### config.mk
export PLATFORM = sky130hd
export DESIGN_NAME = arw_in_reg_flat
export DESIGN_NICKNAME = d
export VERILOG_FILES = /design/src/arw_pkg.sv /design/src/arw_pkt_if.sv /design/src/arw_in_reg.sv /design/src/flat_wrapper.sv
export SDC_FILE = /design/constraint.sdc
export NUM_CORES = 1
export LEC_CHECK = 0
export BUFFER_PORTS_ARGS = -buffer_cell sky130_fd_sc_hd__buf_2
export CAP_MARGIN = 40
export CELL_PAD_IN_SITES_DETAIL_PLACEMENT = 1
export CELL_PAD_IN_SITES_GLOBAL_PLACEMENT = 2
export CORE_MARGIN = 2
export CORE_UTILIZATION = 24
export DETAILED_ROUTE_END_ITERATION = 12
export HOLD_SLACK_MARGIN = 0.06
export PLACE_DENSITY = 0.76
export SYNTH_ARGS = -nofsm -noshare
export SYNTH_HDL_FRONTEND = slang
export SYNTH_SLANG_ARGS = --single-unit
### constraint.sdc
create_clock -name clk -period 1.3 [get_ports clk]
set_input_delay 0.13 -clock clk [delete_from_list [all_inputs] [get_ports clk]]
set_output_delay 0.13 -clock clk [all_outputs]
set_load 0.05 [all_outputs]
### src/arw_pkg.sv
// ----------------------------------------------------------------------------
// arw_pkg: shared types and codes for the anti-replay window
// Request command codes and the request record passed between the stages.
// ----------------------------------------------------------------------------
package arw_pkg;

    // Request command codes
    localparam logic CMD_CHECK  = 1'b0;
    localparam logic CMD_ACCEPT = 1'b1;

    localparam int SEQ_W  = 64;
    localparam int DIST_W = 32;

    typedef struct packed {
        logic             cmd;
        logic [SEQ_W-1:0] seq_num;
    } arw_item_t;

    // Request held in the input register, with its valid flag
    typedef struct packed {
        logic      valid;
        arw_item_t item;
    } arw_stage_t;

endpackage

### src/arw_pkt_if.sv
// ----------------------------------------------------------------------------
// arw_pkt_if: packet request channel
// Carries one check or accept request per handshake.
// ----------------------------------------------------------------------------
interface arw_pkt_if;
    logic        valid;
    logic        ready;
    logic        cmd;
    logic [63:0] seq_num;

    modport source (output valid, output cmd, output seq_num, input ready);
    modport sink   (input valid, input cmd, input seq_num, output ready);
endinterface

### src/arw_in_reg.sv
// ----------------------------------------------------------------------------
// arw_in_reg: input register
// Captures one request and holds it until the window stage takes it.
// ----------------------------------------------------------------------------
module arw_in_reg
(
    input  logic                clk,
    input  logic                rst_n,
    arw_pkt_if.sink             pkt,
    input  logic                advance,
    output arw_pkg::arw_stage_t stage
);
    import arw_pkg::*;

    logic      valid_reg;
    logic      valid_next;
    arw_item_t item_reg;
    logic      take;

    // Accept when empty or when the held request moves on this cycle
    assign pkt.ready = !valid_reg || advance;
    assign take      = pkt.valid && pkt.ready;

    always_comb
    begin
        valid_next = valid_reg;
        if (take)
        begin
            valid_next = 1'b1;
        end
        else if (advance)
        begin
            valid_next = 1'b0;
        end
    end

    always_ff @(posedge clk or negedge rst_n)
    begin
        if (!rst_n)
        begin
            valid_reg <= 1'b0;
        end
        else
        begin
            valid_reg <= valid_next;
        end
    end

    // Load payload on accept
    always_ff @(posedge clk)
    begin
        if (take)
        begin
            item_reg.cmd     <= pkt.cmd;
            item_reg.seq_num <= pkt.seq_num;
        end
    end

    assign stage.valid = valid_reg;
    assign stage.item  = item_reg;

endmodule

### src/flat_wrapper.sv
// flat-port wrapper written by rule: the top's interface ports become plain ports
module arw_in_reg_flat import arw_pkg::*;
  (clk, rst_n, advance, stage, pkt_valid, pkt_cmd, pkt_seq_num, pkt_ready);
  arw_pkt_if pkt_i ();
  input  logic clk;
  input  logic rst_n;
  input  logic advance;
  output arw_pkg::arw_stage_t stage;
  input wire logic [$bits(pkt_i.valid)-1:0] pkt_valid;
  input wire logic [$bits(pkt_i.cmd)-1:0] pkt_cmd;
  input wire logic [$bits(pkt_i.seq_num)-1:0] pkt_seq_num;
  output wire logic [$bits(pkt_i.ready)-1:0] pkt_ready;
  assign pkt_i.valid = pkt_valid;
  assign pkt_i.cmd = pkt_cmd;
  assign pkt_i.seq_num = pkt_seq_num;
  assign pkt_ready = pkt_i.ready;
  arw_in_reg u_core (.clk(clk), .rst_n(rst_n), .pkt(pkt_i), .advance(advance), .stage(stage));
endmodule
==> reports/summary.md, run 1 <==
The placed instances occupy a cell area of 2850 µm². From synthesis to final layout, the design area changed by 83.7%. The number of different library cells used by synthesis comes to 6.

The number of setup buffers added after CTS is 0. The initial utilization of the core area, before any placement, comes to 24.6%. For the via count of the first global-routing pass, the log shows 1754. After synthesis, the mean cell area works out to 28.8 µm². The number of cells on the worst reg-to-reg path came out at 3. In this run the worst setup path begins at u_core.valid_reg.

For the number of maximum-capacitance violations, the log shows 0. The detail route stage leaves a number of antenna-violating nets equal to 0. In this run switching power makes up 26.2% of total power. The final-report max-slew violation count is 0, and the highest clock rate is 827 MHz. After layout, the minimum clock period comes to 1.21 ns. Dividing total power by cell area gives a power density of 1330 nW/µm². For the number of H-tree levels, the log shows 3.

STA classifies the critical path endpoint as an output pin. For the synthesized net count, the log shows 139. The net count of the finished layout is 353. The netlist area before placement came out at 2010 µm². The clock-pin slew of the registers on the worst-case setup and hold paths came out at 0.07 ns.

The library cells used most frequently in the layout, excluding fill and tap cells, are sky130_fd_sc_hd__buf_2 (135), sky130_fd_sc_hd__dlygate4sd3_1 (67), sky130_fd_sc_hd__edfxtp_1 (65). CTS saw 66 sinks. The maximum count of clock buffers along a single path came out at 2. The run finished with clean final reports. At the pin with the least slew margin, the transition time is 0.272 ns.

IR analysis of the VDD net gives a maximum drop of 0.636 mV. 0 antenna diodes ended up in the layout. Synthesis produced 70 cells. For this run, the detailed router's first-pass iteration total came to 2. The combined global-route utilization of all metal layers came out at 13.1%.

The core region is 8180 µm². Number of vias in the routed layout: 1514. The ratio of cells with drive above 1 in the final layout works out to 52.1%. For the floorplan die area, the log shows 9140 µm². The wire length after detailed routing was 5770 µm. At the later pin of the worst-skew pair, clock insertion delay measures 0.33 ns. The total grt overflow was 0.

The logs give 0.00129 W for the net switching component of the power and 35 for the largest net degree at the start of global routing. After the first detailed-routing iteration, the DRC count stood at 33. The library cell used most frequently in the layout, excluding fill and tap cells, is sky130_fd_sc_hd__buf_2. The internal power is 0.00363 W, and the summed area of non-filler cells in the final layout is 3700 µm².

In this run the worst path has a maximum fanout of 3. The Yosys warning count is 0, and the I/O pin total is 136. The logs give 0.10 ns for the setup slack of the worst register-to-register path and 17.4% for the combinational group share of total power. The number of endpoints with negative hold slack in the final report was 0; the accumulated negative setup slack was 0 ns. Setup violations remaining at the end of the flow were counted as 0. For this run, the register share of the synthesized area comes to 98.2%. Across the routed clock network, the largest skew measured is 0.00845 ns.

STA puts the critical path data required time at 1.17 ns. The normalized max-slew margin was 82.0%. The design draws 0.00492 W. The wire length of the first global-routing pass came out at 8540 µm. The tools report the end point of the critical path as pkt_ready. Input and output buffers added on the ports amount to 135. For the data arrival time of the critical path, the log shows 1.08 ns.

For the sequential power share, the log shows 51.0%. The worst setup path is of the flop to output pin kind. In the routed design, unresolved DRC markers number 0.

The final weighted congestion in routability-driven placement was 0.665. TritonCTS built the clock tree. STA classifies the critical path startpoint as a flop. The width of the die was 95.6 µm; the number of rows created at floorplan was 33. The final critical path takes up 93.0% of the cycle. The logs give 0 for the number of antenna violations at the first check in global routing and 31.7% for the clock share of power.

The synthesized design contains 66 register bits. The reg-to-reg critical path endpoint is u_core.stage[18]. Buffers inserted during clock tree synthesis total 9. The die is 95.6 µm tall. Dividing the detail-routed wire length by the instance count gives 14.7 µm. The tree is rooted in a sky130_fd_sc_hd__clkbuf_8. Setup repair after global routing left no endpoint under its margin.

The post-detailed-route via-to-cell ratio is 3.85, and the flip-flop count of the largest register after layout is 65. The class of the tightest hold or removal check is input port to async pin. In this run the static leakage power is 1.56 nW. The worst flop-to-flop path startpoint is u_core.valid_reg.
## worst max-delay path, cell delays in order, from the launching register on
cell	delay (ns)
sky130_fd_sc_hd__dfrtp_1	0.41
sky130_fd_sc_hd__nand2b_4	0.09
sky130_fd_sc_hd__buf_2	0.26
## Yosys cell counts
cell / instances / area, µm²
sky130_fd_sc_hd__nand2b_4: 1 / 13.8
sky130_fd_sc_hd__nand2b_1: 1 / 6.26
sky130_fd_sc_hd__buf_4: 1 / 7.51
sky130_fd_sc_hd__dfrtp_1: 1 / 25.0
sky130_fd_sc_hd__edfxtp_1: 65 / 1950
sky130_fd_sc_hd__and2_4: 1 / 8.76
## metrics by stage
step | hold WS (ns) | setup WS (ns) | std cells | utilization (%)
after floorplan | -0.166 | -0.227 | 70 | -
after global routing | 0.0989 | 0.0355 | 393 | 45.2
after detailed placement | -0.0938 | 0.113 | 311 | 34.9
after CTS | 0.0615 | 0.0692 | 393 | 45.2
final | 0.104 | 0.0913 | 393 | 45.2
after global placement | -0.0942 | 0.137 | 311 | 34.9
## power by group through the flow
stage,Clock [W],Sequential (W),Combinational (W)
final,0.00156,0.00251,0.000854
after global routing,0.00171,0.00252,0.000901
after CTS,0.00162,0.00251,0.000854
after detailed placement,0,0.00255,0.000696
after global placement,0,0.00255,0.000686
after floorplan,0,0.00295,0.0000640
## logic make-up (layout without fill, tap and decap cells)
group	count (synthesis)	count (layout)	share of synthesized area [%]
simple gates	3	3	1.43
flops	66	66	98.2
buf+inv	1	219	0.373
## per-layer routing
metal | GRT usage [%] | up-vias | share of wire (%)
met4 | 6.31 | 0 | 2.1
met1 | 12.8 | 706 | 35
met2 | 23.9 | 92 | 54
li1 | - | 705 | -
met3 | 5.30 | 11 | 9.0
met5 | 0 | - | 0
## how the worst min path moves through the flow
stage	start	to	slack, ns	cells after the start
2_1_floorplan	rst_n	u_core.valid_reg	-0.17	0
3_3_place_gp	rst_n	u_core.valid_reg	-0.09	1
3_5_place_dp	rst_n	u_core.valid_reg	-0.09	1
4_1_cts	advance	u_core.valid_reg	0.06	3
5_1_grt	rst_n	u_core.valid_reg	0.1	2
6_report	rst_n	u_core.valid_reg	0.10	2
## final cells by class
cell class / count / area [µm²]
clock buffer: 10 / 128
multi-input combinational: 3 / 28.8
sequential: 66 / 1980
tap: 105 / 131
timing repair buffer: 204 / 1390
fill: 849 / 4480
clock inverter: 5 / 46.3
## what timing repair did
item / CTS / global route
hold buffers: 67 / 0
gates resized for setup: 0 / 0
endpoints found under the hold margin: 67 / 0
Note: power is estimated with default switching activity, not from simulation.
==> run 2: changes to the inputs <==
==> constraint.sdc (replaced) <==
create_clock -name clk -period 1.1 [get_ports clk]
set_input_delay 0.11 -clock clk [delete_from_list [all_inputs] [get_ports clk]]
set_output_delay 0.11 -clock clk [all_outputs]
set_load 0.05 [all_outputs]
==> run 2 against run 1 <==
- the flow now finishes with violations (negative setup slack)
- routed wire length shrank 2.2%
- flip-flop and latch count is the same
- register-to-register slack lost 0.19 ns
- critical endpoint is now u_core.stage[18]
- combinational power grew 19%
- critical path type is now flop to flop
- hold slack gained 0.076 ns
- total power grew 23%
- first-iteration DRC count grew 55%
- utilization grew 0.67 points
==> reports/summary.md, run 2 (synthesized netlist as in run 1, its figures left out) <==
The run finished, with violations left. The checks that failed: negative setup slack. Once the floorplan was initialized, standard cells occupied 24.6% of the core. The run gives 12.6% as the combined global-route utilization of all metal layers. Along the worst path, the maximum fanout reaches 34. Dividing the detail-routed wire length by the instance count gives 14.3 µm. In this run the worst setup path begins at u_core.valid_reg.

Leaving out fill and tap cells, the most frequent cell in the layout is sky130_fd_sc_hd__buf_2. After filler insertion, the fill cell instance count of the layout stands at 839. The tools report the via count of the first global-routing pass as 1738. The detailed router finished its first iteration with 51 violations. Of the available clock period, the critical path in the final layout requires 108%. The number of antenna diodes in the final layout is 0. For the worst setup path, the data arrival time is 1.21 ns.

Hold path startpoint: advance. The setup path with the least slack is of type flop to flop. The post-detailed-route via-to-cell ratio works out to 3.85.

Of the cells placed in the final design, the portion with a size suffix greater than 1 is 52.6%. The startpoint identified for the worst register-to-register timing path is u_core.valid_reg. The run gives -0.0932 ns as the worst setup margin. The final-report max-slew violation count was 0; the number of rows created at floorplan was 33. Leaving out fill and tap cells, the most frequent cells in the layout are sky130_fd_sc_hd__buf_2 (132), sky130_fd_sc_hd__dlygate4sd3_1 (68), sky130_fd_sc_hd__edfxtp_1 (65).

The worst setup path is captured at a flop. The logs give 0.181 ns for the final hold slack and 4 for the number of detailed-routing iterations run before antenna repair. Clock latency on the worst-skew pair, taken at its later pin, is 0.32 ns. For this run, the top clock speed supported by timing is 838 MHz. The final critical path time including I/O delays and setup was 1.19 ns.

The y dimension of the die works out to 95.6 µm. Of the total power, the share spent switching nets is 25.1%. The number of antenna violations at the first check in global routing was 0; the number of vias in the routed layout was 1518. CTS placed an instance of sky130_fd_sc_hd__clkbuf_8 at the clock tree root.

The post-route antenna net violation count is 0. The number of remaining DRC errors was 0; the net switching component of the power was 0.00152 W. Combinational logic is responsible for 16.9% of the overall power.

Data on the critical path is required at its endpoint by 1.12 ns. Setup violations remaining at the end of the flow were counted as 67. Clock-pin slew of the registers on the worst-case setup and hold paths: 0.07 ns. The first global-routing pass estimated 8360 µm of wire.

The tools report the placeable core region as 8180 µm². The logs give 1.59 nW for the leakage dissipation and 355 for the count of nets after finishing. During placement, the flow inserted port buffers numbering 135. Signal routing reaches up to met4. Buffers added to address setup during post-CTS repair amount to 0. Summing all placed instances gives a cell area of 2860 µm².

In this run the number of H-tree levels came out at 3. The transition time of the tightest slew-check pin came out at 0.268 ns. Detailed route wirelength on metal2: 3030 µm. Max-cap violations in this run came to 0. Setup repair after global routing could not meet its margin everywhere. The routed design has 5640 µm of wire.

The clock passes through at most 2 buffers. IR analysis of the VDD net gives a maximum drop of 1.10 mV. The floorplan die area came out at 9140 µm². The die is 95.6 µm wide.

The clock share of power is 34.1%. The final weighted congestion in routability-driven placement was 0.667. TritonCTS built the clock tree. The kind of start point of the critical path was a flop.

Dividing total power by cell area gives a power density of 1610 nW/µm². Class of the tightest hold or removal check: input port to flop. On the final layout, the worst clock skew is 0.00570 ns.

Entering global routing, the biggest net connects 35 pins. Number of endpoints with negative hold slack in the final report: 0. The detailed route wirelength on metal3 was 525 µm; the summed area of non-filler cells in the final layout was 3750 µm². Of the total power, registers draw 49.0%. The flip-flop count of the largest register after layout came out at 65. The tree built by TritonCTS fans out to 66 sinks. The total grt overflow was 0; the routed metal-1 wirelength was 2000 µm. The logs give 82.2% for the normalized max-slew margin and 9 for the number of buffers created by CTS. For this design the top-level I/O count stands at 136. Cell internal power was estimated by the tool at 0.00453 W.

The signed area change from the synthesized netlist to the final layout works out to 86.4%.
## run 2: final timing paths
kind	to	slack, ns	depth (start not counted)
setup / recovery	u_core.stage[18]	-0.09	3
hold / removal	u_core.valid_reg	0.18	4
max in group asynchronous	u_core.valid_reg	0.35	3
hold reg to reg	u_core.valid_reg	0.69	3
min in group asynchronous	u_core.valid_reg	0.64	3
setup reg to reg	u_core.stage[18]	-0.09	3
## run 2: power groups by stage
| stage | registers (W) | logic (W) | clock network [W] |
|---|---|---|---|
| 2_1_floorplan | 0.00348 | 0.0000756 | 0 |
| 3_3_place_gp | 0.00301 | 0.000814 | 0 |
| 3_5_place_dp | 0.00302 | 0.000827 | 0 |
| 4_1_cts | 0.00296 | 0.00102 | 0.00216 |
| 5_1_grt | 0.00297 | 0.00108 | 0.00225 |
| 6_report | 0.00296 | 0.00102 | 0.00206 |
## run 2: final cells by class
cell class | count | area, µm² | share of cell area, %
clock buffers | 10 | 128 | 3.40
clock inverters | 4 | 68.8 | 1.83
multi-input cells | 3 | 28.8 | 0.767
flip-flops and latches | 66 | 1980 | 52.7
well taps | 105 | 131 | 3.50
repair buffers | 206 | 1420 | 37.8
## run 2: worst max-delay path, stage by stage (launching register included)
cell	delay [ns]
sky130_fd_sc_hd__dfrtp_1	0.41
sky130_fd_sc_hd__nand2b_4	0.08
sky130_fd_sc_hd__and2_4	0.17
sky130_fd_sc_hd__buf_12	0.20
## run 2: repair_timing
action / CTS / global route
gates cloned: 0 / 0
resized for setup: 3 / 2
endpoints found under the setup margin: 67 / 69
hold buffers: 68 / 0
hold endpoints to repair: 67 / 0
pin swaps: 0 / 0
## run 2: through the flow
stage | setup slack [ns] | power (W) | setup TNS, ns | cells | util, %
floorplan | -0.427 | 0.00356 | -27.75 | 70 | -
global placement | -0.0553 | 0.00382 | -3.14 | 312 | 35.0
detailed placement | -0.0830 | 0.00384 | -4.78 | 312 | 35.0
CTS | -0.0999 | 0.00614 | -5.53 | 394 | 45.8
global route | -0.149 | 0.00630 | -8.93 | 394 | 45.9
finish | -0.0932 | 0.00605 | -5.46 | 394 | 45.9
## run 2: per-layer routing
metal / vias to the layer above / GRT usage [%]
li1: 708 / -
met1: 712 / 12.7
met2: 88 / 22.6
met3: 10 / 5.85
met4: 0 / 4.76
met5: - / 0
==> run 3: changes to the inputs <==
==> constraint.sdc (replaced) <==
create_clock -name clk -period 1.1 [get_ports clk]
set_input_delay 0.22 -clock clk [delete_from_list [all_inputs] [get_ports clk]]
set_output_delay 0.22 -clock clk [all_outputs]
set_load 0.05 [all_outputs]
==> run 3 against run 2 <==
- the run still ends with negative setup slack left
- sequential share of layout area decreased by 6.7 points
- die area unchanged
- non-clock buffer count grew 4
- final cell count increased by 1.3%
- clock skew hardly changed
- critical path depth stayed put
- design area rose by 15%
- global-route usage grew 1.7 points
- count of clock-buffer cells in the layout is 1 higher
- hold slack lost 0.099 ns
==> reports/summary.md, run 3 (synthesized netlist as in run 1, its figures left out) <==
The number of antenna violations at the first check in global routing came out at 0. The worst setup margin came out at -0.180 ns. The number of failing setup endpoints in the final timing report is 88, and the final hold slack is 0.0816 ns. Class of the tightest hold or removal check: input port to flop. The worst setup path is captured at an output pin. On the critical path the largest part of the delay comes from flip-flops.

In this run the critical register-to-register path is captured at u_core.stage[55]. The flip-flop count of the largest register after layout is 65, and the wire length after detailed routing is 6500 µm. Width of the die: 95.6 µm.

The highest clock rate was 781 MHz. The worst setup path is of the flop to output pin kind. The via count of the first global-routing pass came out at 1780. The tools report the I/O pin total as 136. Compared with the post-synthesis result, the final layout area differs by 114%.

The final critical path time including I/O delays and setup was 1.28 ns. The library cells used most frequently in the layout, excluding fill and tap cells, are sky130_fd_sc_hd__buf_2 (68), sky130_fd_sc_hd__buf_6 (68), sky130_fd_sc_hd__edfxtp_1 (65). The number of antenna diodes in the final layout is 0. TritonCTS built the clock tree. Headroom to the max-slew limit came out at 91.0%.

Setup repair after global routing could not meet its margin everywhere. End point of the most critical hold path: u_core.stage[46]. Dividing the detail-routed via count by the number of cells gives 3.90. Power comes to 0.00638 W. The number of endpoints with negative hold slack in the final report was 0; the final-report max-slew violation count was 0. Latest clock arrival within the worst-skew pair: 0.32 ns.

The floorplan step set the die height to 95.6 µm. Adding up every negative setup slack in the final design gives -10.23 ns. The tools report the number of H-tree levels as 3.

The clock-pin slew of the registers on the worst-case setup and hold paths is 0.07 ns, and the number of DRC markers in iteration 0 is 21. The longest clock path from root to sink contains 2 buffers. The mean routed wirelength per cell is 16.3 µm, and the transition time of the tightest slew-check pin is 0.135 ns. The first detailed-routing pass ran for 4 iterations. The core region is 8180 µm². Worst flop-to-flop path startpoint: u_core.valid_reg. The number of cells on the worst reg-to-reg path is 4. Data required time at the worst endpoint: 0.88 ns. The largest net degree at the start of global routing was 17.

Top fanout value on the critical path: 2. Traced cell by cell, the critical path runs through nand2b_4, buf_6, buf_8. The number of buffers and inverters on the critical path is 2. In this run the static leakage power is 1.80 nW. Setup slack of the worst register-to-register path: -0.18 ns. TritonCTS created 9 clock buffers. The run finished, with violations left. Once the floorplan was initialized, standard cells occupied 24.6% of the core. For this run, design rule violations remaining after detail routing come to 0. For this design the ratio of total power to cell area is 1480 nW/µm². The minimum setup slack after placement came out at -0.0776 ns. The count of nets after finishing is 359, and the post-route antenna net violation count is 0. Input and output buffers added on the ports amount to 135. Clock sink count: 66. Kind of start point of the critical path: a flop. The root buffer selected by CTS was sky130_fd_sc_hd__clkbuf_8. The final critical-path share of the clock period came out at 116%.

The master of the slowest instance on the critical path is sky130_fd_sc_hd__dfrtp_1. The number of maximum-capacitance violations was 0. For this run, the total global-route usage over all layers was measured as 14.3%.

The total grt overflow is 0. Across the routed clock network, the largest skew measured is 0.00563 ns. The tools report the final weighted congestion in routability-driven placement as 0.655. The floorplan step defined a die boundary enclosing 9140 µm². The final reports fail on negative setup slack. VDD sags by at most 0.863 mV. The hold path startpoint was pkt_seq_num[46]. The first global-routing pass estimated 9340 µm of wire. The data arrival time of the critical path was 1.06 ns; the ratio of cells with drive above 1 in the final layout was 55.8%.

The routed layout has 1558 vias. The depth of the worst hold-timing path was 1. In this design, the stage delay of the slowest critical-path cell is 0.41 ns.

Row generation in the floorplan step produced 33 rows.
run 3: changes by cell type in the layout (fill, tap and decap cells not counted), moves of 2 or more:
cell | previous run | this run
sky130_fd_sc_hd__clkbuf_4 | 2 | 0
sky130_fd_sc_hd__buf_8 | 1 | 3
sky130_fd_sc_hd__buf_4 | 1 | 4
sky130_fd_sc_hd__buf_6 | 0 | 68
sky130_fd_sc_hd__buf_2 | 132 | 68
sky130_fd_sc_hd__dlygate4sd3_1 | 68 | 59
sky130_fd_sc_hd__buf_16 | 0 | 3
sky130_fd_sc_hd__clkbuf_16 | 0 | 2
run 3: layout make-up:
type / count / area (µm²)
multi-input cells: 3 / 28.8
fillers: 777 / 3870
flip-flops and latches: 66 / 1980
repair buffers: 210 / 1960
well taps: 105 / 131
clock buffers: 11 / 131
clock inverters: 4 / 67.6
run 3: power breakdown:
part	leakage, nW	internal, W	switching [W]
Sequential	0.630	0.00293	0.0000644
Combinational	1.07	0.000595	0.000696
Clock	0.0985	0.00125	0.000844
Total	1.80	0.00478	0.00160
run 3: timing repair:
action                                  4_1_cts  5_1_grt
gates resized for setup                     141        4
pin swaps                                     1        0
hold buffers                                 59        0
endpoints found under the setup margin      132      132
gates cloned                                  4        2
buffers inserted                              4        5
hold endpoints to repair                     59        0
run 3: per-stage QoR:
| step | instances | util (%) | instance area (µm²) |
|---|---|---|---|
| global placement | 312 | 35.0 | 2860 |
| global route | 399 | 52.6 | 4300 |
| detailed placement | 312 | 35.0 | 2860 |
| finish | 399 | 52.6 | 4300 |
| floorplan | 70 | - | 2010 |
| CTS | 394 | 51.8 | 4230 |
run 3: worst register-to-register path: stages (launching register included):
cell and delay [ns]:
sky130_fd_sc_hd__dfrtp_1 0.41, sky130_fd_sc_hd__nand2b_4 0.09, sky130_fd_sc_hd__and2_4 0.21, sky130_fd_sc_hd__buf_12 0.14, sky130_fd_sc_hd__clkbuf_16 0.15
run 3: how the worst max path moves through the flow:
stage                     start          endpoint  slack [ns]  cells after the start
2_1_floorplan  u_core.valid_reg   u_core.stage[0]       -0.43                      2
3_3_place_gp   u_core.valid_reg  u_core.stage[28]       -0.06                      3
3_5_place_dp   u_core.valid_reg  u_core.stage[28]       -0.08                      3
4_1_cts        u_core.valid_reg         pkt_ready       -0.19                      3
5_1_grt        u_core.valid_reg         pkt_ready       -0.23                      3
6_report       u_core.valid_reg         pkt_ready       -0.18                      3
run 3: per-layer routing:
layer  track usage, %  wire length [µm]
met2             26.7              3620
met3             5.53               537
met4             7.14               152
met1             13.6              2190
met5                0                 0
